File: config.mk
export PLATFORM = sky130hd
export DESIGN_NAME = e2q_sincos
export DESIGN_NICKNAME = d
export VERILOG_FILES = /design/src/e2q_pkg.sv /design/src/e2q_cell.sv /design/src/e2q_sincos.sv
export SDC_FILE = /design/constraint.sdc
export NUM_CORES = 2
export LEC_CHECK = 0
export BUFFER_PORTS_ARGS = -buffer_cell sky130_fd_sc_hd__clkbuf_2
export CAP_MARGIN = 20
export CELL_PAD_IN_SITES_DETAIL_PLACEMENT = 1
export CELL_PAD_IN_SITES_GLOBAL_PLACEMENT = 1
export CORE_MARGIN = 5
export CORE_UTILIZATION = 54
export CTS_CLUSTER_DIAMETER = 200
export CTS_CLUSTER_SIZE = 30
export DETAILED_ROUTE_END_ITERATION = 7
export PLACE_DENSITY_LB_ADDON = 0.1
export SKIP_CTS_REPAIR_TIMING = 1
export SLEW_MARGIN = 20
export SYNTH_ARGS = -nofsm -noshare
export SYNTH_HDL_FRONTEND = slang
export SYNTH_SLANG_ARGS = --single-unit
File: constraint.sdc
create_clock -name i_clk -period 12.8 [get_ports i_clk]
set_input_delay 2.56 -clock i_clk [delete_from_list [all_inputs] [get_ports i_clk]]
set_output_delay 2.56 -clock i_clk [all_outputs]
set_load 0.1 [all_outputs]
File: src/e2q_pkg.sv
// Package for the Euler-to-quaternion block: widths, CORDIC constants, arctangent table.
// Used by every module of the block; depends on nothing.
package e2q_pkg;
    localparam int ANGLE_W     = 18;
    localparam int QUAT_W      = 16;
    localparam int Z_W         = 30;
    localparam int D_W         = 34;
    localparam int TABLE_LEN   = 24;
    localparam int TRIG_STAGES_DEF = 16;
    localparam logic signed [ANGLE_W-1:0] HALF_QUARTER  = 18'sd46080;
    localparam logic signed [ANGLE_W:0]   HALF_HALFTURN = 19'sd92160;
    localparam logic signed [D_W-1:0]     GAIN_Q30      = 34'sd652032874;

    typedef logic signed [D_W-1:0] t_data;
    typedef logic signed [Z_W-1:0] t_angle;

    typedef struct packed {
        t_data  x;
        t_data  y;
        t_angle z;
        logic   flip;
    } t_rot;

    function automatic t_angle atan_tab(input int i);
        case (i)
            0: atan_tab = 30'sd47185920;  1: atan_tab = 30'sd27855475;
            2: atan_tab = 30'sd14718068;  3: atan_tab = 30'sd7471121;
            4: atan_tab = 30'sd3750058;   5: atan_tab = 30'sd1876857;
            6: atan_tab = 30'sd938658;    7: atan_tab = 30'sd469357;
            8: atan_tab = 30'sd234682;    9: atan_tab = 30'sd117342;
            10: atan_tab = 30'sd58671;    11: atan_tab = 30'sd29335;
            12: atan_tab = 30'sd14668;    13: atan_tab = 30'sd7334;
            14: atan_tab = 30'sd3667;     15: atan_tab = 30'sd1833;
            16: atan_tab = 30'sd917;      17: atan_tab = 30'sd458;
            18: atan_tab = 30'sd229;      19: atan_tab = 30'sd115;
            20: atan_tab = 30'sd57;       21: atan_tab = 30'sd29;
            22: atan_tab = 30'sd14;       23: atan_tab = 30'sd7;
            default: atan_tab = '0;
        endcase
    endfunction

    // Rounded Q30 product of two Q30 values.
    function automatic t_data mulq30(input t_data a, input t_data b);
        logic signed [2*D_W-1:0] p;
        p = a * b + (68'sd1 <<< 29);
        mulq30 = t_data'(p >>> 30);
    endfunction
endpackage

File: src/e2q_cell.sv
// One CORDIC rotation cell: a registered micro-rotation by atan(2^-STAGE).
// Depends on e2q_pkg.
module e2q_cell #(
    parameter int STAGE = 0
) (
    input  logic           i_clk,
    input  e2q_pkg::t_rot  i_rot,
    output e2q_pkg::t_rot  o_rot
);
    import e2q_pkg::*;

    t_rot n_rot, r_rot;

    always_comb begin
        n_rot = i_rot;
        if (!i_rot.z[Z_W-1]) begin
            n_rot.x = i_rot.x - (i_rot.y >>> STAGE);
            n_rot.y = i_rot.y + (i_rot.x >>> STAGE);
            n_rot.z = i_rot.z - atan_tab(STAGE);
        end else begin
            n_rot.x = i_rot.x + (i_rot.y >>> STAGE);
            n_rot.y = i_rot.y - (i_rot.x >>> STAGE);
            n_rot.z = i_rot.z + atan_tab(STAGE);
        end
    end

    always_ff @(posedge i_clk) begin
        r_rot <= n_rot;
    end

    assign o_rot = r_rot;
endmodule

File: src/e2q_sincos.sv
// Half-angle sine and cosine: quadrant fold, then a chain of CORDIC cells.
// Depends on e2q_pkg and e2q_cell.
module e2q_sincos #(
    parameter int TRIG_STAGES = e2q_pkg::TRIG_STAGES_DEF
) (
    input  logic                                i_clk,
    input  logic signed [e2q_pkg::ANGLE_W-1:0]  i_angle,
    output e2q_pkg::t_data                      o_sin,
    output e2q_pkg::t_data                      o_cos
);
    import e2q_pkg::*;

    localparam int NS = (TRIG_STAGES < TABLE_LEN) ? TRIG_STAGES : TABLE_LEN;

    t_rot chain [NS+1];
    t_rot n_start, r_start;
    logic signed [ANGLE_W:0] h;

    always_comb begin
        h = {i_angle[ANGLE_W-1], i_angle};
        n_start.flip = 1'b0;
        if (i_angle > HALF_QUARTER) begin
            h = h - HALF_HALFTURN;
            n_start.flip = 1'b1;
        end else if (i_angle < -HALF_QUARTER) begin
            h = h + HALF_HALFTURN;
            n_start.flip = 1'b1;
        end
        n_start.x = GAIN_Q30;
        n_start.y = '0;
        n_start.z = t_angle'(h) <<< 11;
    end

    always_ff @(posedge i_clk) begin
        r_start <= n_start;
    end

    assign chain[0] = r_start;

    for (genvar g = 0; g < NS; g++) begin : g_cell
        e2q_cell #(.STAGE(g)) u_cell (
            .i_clk (i_clk),
            .i_rot (chain[g]),
            .o_rot (chain[g+1])
        );
    end

    assign o_sin = chain[NS].flip ? -chain[NS].y : chain[NS].y;
    assign o_cos = chain[NS].flip ? -chain[NS].x : chain[NS].x;
endmodule

==> results_dict.tcl <==
set metrics [dict create \
    final_layout_size_suffix_gt1_frac 0.0297 \
    numCtsBuffers 53 \
    outcome "complete, no violations" \
    syn-cell-area_um2 106000 \
    placed_cells 15000 \
    coreArea_um2 195000 \
    drv_cap 0 \
    setup_ws_ns 5.97 \
    cts_root_buffer "clkbuf_16" \
    max-slew-margin-rel 0.273 \
    fillers 23500 \
    die_width_um 453 \
    placed_cell_area_um2 109000 \
    clk_pin_slew_ns 0.12 \
    antenna_found_initial 10 \
    cts.path.max_buffers 3 \
    setup-violations-final 0 \
    grt_pass1_wl_um 508000 \
    crit_arrival_ns 4.27 \
    wl_um 319000 \
    drt-pass1-iter-count 7 \
    report.final.slew_viol_count 0 \
    wl_met3_um 10400 \
    die_y_um 453 \
    vias_per_cell 6.06 \
    reg2reg_slack_ns 7.13 \
    fin_crit_sh 0.534 \
    cp-end-kind "output pin" \
    drtIter0Drc 5036 \
    synth_seq_cells 1422 \
    grt_pass1_vias 94500 \
    ys.flop_type "dfxtp_1" \
    maxUsedRoutingLayer "met5" \
    synth_seq_area_share 0.269 \
    start_util 0.543 \
    pre_cts_ws_ns 6.75 \
    stdcell_area_um2 111000 \
    rows 162 \
    period_minus_slack_ns 6.83 \
    dr_total_vias 91600 \
    path_class "reg2out" \
    grt_start_max_net_pins 77 \
    htreeDepth 2 \
    wl_per_cell_um 21.1 \
    grt_overflow 0 \
    crit_path_start_kind "flip-flop" \
    synth.distinct_cells 99 \
    hold_path_class "reg2reg" \
    synthArstFlopShare 0 \
    portBuffers 86 \
    yosysWarnings 0 \
    hold_violations 0 \
    rsz0062_at_grt "false" \
    die_area_um2 205000 \
    synth-edff-count 0 \
    place_congestion 0.930 \
    met1Wirelength_um 145000 \
    clkLatencyLatePin_ns 0.78 \
    worst_pin_slew_ns 1.06 \
    tns_ns 0 \
    cts_tree "built" \
    place_hpwl_um 260000 \
    nNetsFinal 13900 \
    critPathRequiredTime_ns 10.24 \
    ant_nets 0 \
    syn_to_final_growth_pct 4.36 \
    grtUsageTotal 0.299 \
    synthCells 12500 \
    syn_area_per_cell_um2 8.47 \
    crit_path_max_fanout 6 \
    cts_num_sinks 1422 \
    drc 0 \
    ios 87 \
    final_cells 15100 \
    finalClockSkew_ns 0.0302 \
    syn_nets 13900 \
    clock.fmax_mhz 146 \
    wl_met2_um 155000 \
]
[state kept, by name, indices dropped and copies added (netlist names)]
register / cells
chain: 20
g_cell.u_cell.o_rot: 1402
[synthesized netlist by cell type, types with 36 or more instances]
cell | n | area share
a31o_2 | 36 | 0.0030
a21oi_1 | 1353 | 0.064
and3_1 | 120 | 0.0071
a21boi_0 | 51 | 0.0036
a211oi_1 | 97 | 0.0069
nor3_1 | 322 | 0.015
o21bai_1 | 138 | 0.0098
or2_2 | 38 | 0.0022
o41ai_1 | 41 | 0.0034
nand2_1 | 604 | 0.021
o21a_1 | 199 | 0.014
dfxtp_1 | 1422 | 0.27
nand3_1 | 215 | 0.010
o21ai_0 | 520 | 0.025
buf_1 | 37 | 0.0013
nand4_1 | 61 | 0.0036
a21o_1 | 613 | 0.043
nor4_1 | 92 | 0.0054
xnor2_1 | 1174 | 0.097
ha_1 | 1346 | 0.16
xor2_1 | 663 | 0.055
or4_1 | 46 | 0.0033
inv_1 | 567 | 0.020
fa_1 | 45 | 0.0085
nor2_1 | 1105 | 0.039
and2_1 | 77 | 0.0045
nand2b_1 | 168 | 0.0099
mux2i_1 | 78 | 0.0074
a31oi_1 | 167 | 0.0099
nor2b_1 | 181 | 0.011
o211ai_1 | 56 | 0.0040
clkbuf_1 | 157 | 0.0056
o31ai_1 | 83 | 0.0059
or3_1 | 82 | 0.0048
mux2_2 | 59 | 0.0063
[cell type report]
cell class              count  area (µm²)  area share
repair buffers            115         656     0.00593
clock buffers              55        1380      0.0124
inverters                 569        2140      0.0193
diodes                      2        5.00   0.0000453
multi-input cells       10300       74600       0.675
well taps                2624        3280      0.0297
flip-flops and latches   1422       28500       0.258
clock inverters             2        28.8    0.000260
[metrics by stage]
stage	hold WS, ns	utilization
finish	0.335	0.567
global route	0.346	0.567
CTS	0.340	0.567
detailed placement	0.313	0.560
global placement	0.310	0.560
floorplan	0.310	-
[layer usage]
metal  track usage  vias to the layer above
li1              -                    44700
met1         0.389                    45100
met2         0.536                     1444
met3        0.0200                      390
met4        0.0777                        4
met5             0                        -
[worst max-delay path, stage by stage (launching register included)]
cell and delay (ns):
dfxtp_1 0.36, nor4_1 0.42, inv_1 0.12, nor3_1 0.37, nand3_1 0.20, or4_1 0.64, or3_1 0.44, o31ai_1 0.32
xnor2_1 0.16, clkbuf_2 0.48
[placed cells by master, fill, tap and decap left out, types with 138 or more instances in the layout]
cell / netlist / routed
dfxtp_1: 1422 / 1407
o21bai_1: 138 / 138
ha_1: 1346 / 1346
a21o_1: 613 / 613
nand2_1: 604 / 604
o21a_1: 199 / 199
nor3_1: 322 / 321
inv_1: 567 / 566
nand2b_1: 168 / 168
nor2b_1: 181 / 181
xnor2_1: 1174 / 1174
nand3_1: 215 / 215
a31oi_1: 167 / 167
xor2_1: 663 / 663
o21ai_0: 520 / 520
nor2_1: 1105 / 1105
a21oi_1: 1353 / 1353
[cell families after synthesis]
family,count (synthesis),share of synthesized area
AOI/OAI and AO/OA,3704,0.222
and+or+nand+nor,3241,0.148
xor gates and xnor gates,1837,0.152
DFF,1422,0.269
adders and majority gates,1391,0.167
buffers and inverters,771,0.0275
muxes,137,0.0136
other,1,0.0000354
[final timing paths]
path / startpoint / cells after the start / end
setup / recovery: g_cell[15].u_cell.o_rot[69] / 9 / o_cos[31]
hold / removal: g_cell[14].u_cell.o_rot[0] / 0 / g_cell[15].u_cell.o_rot[0]
setup reg to reg: g_cell[1].u_cell.o_rot[30] / 16 / g_cell[2].u_cell.o_rot[61]
hold reg to reg: g_cell[14].u_cell.o_rot[0] / 0 / g_cell[15].u_cell.o_rot[0]
Power is left out: the tool's default activity adds up to more than one toggle a clock period on the data nets, which glitch-free logic cannot reach.
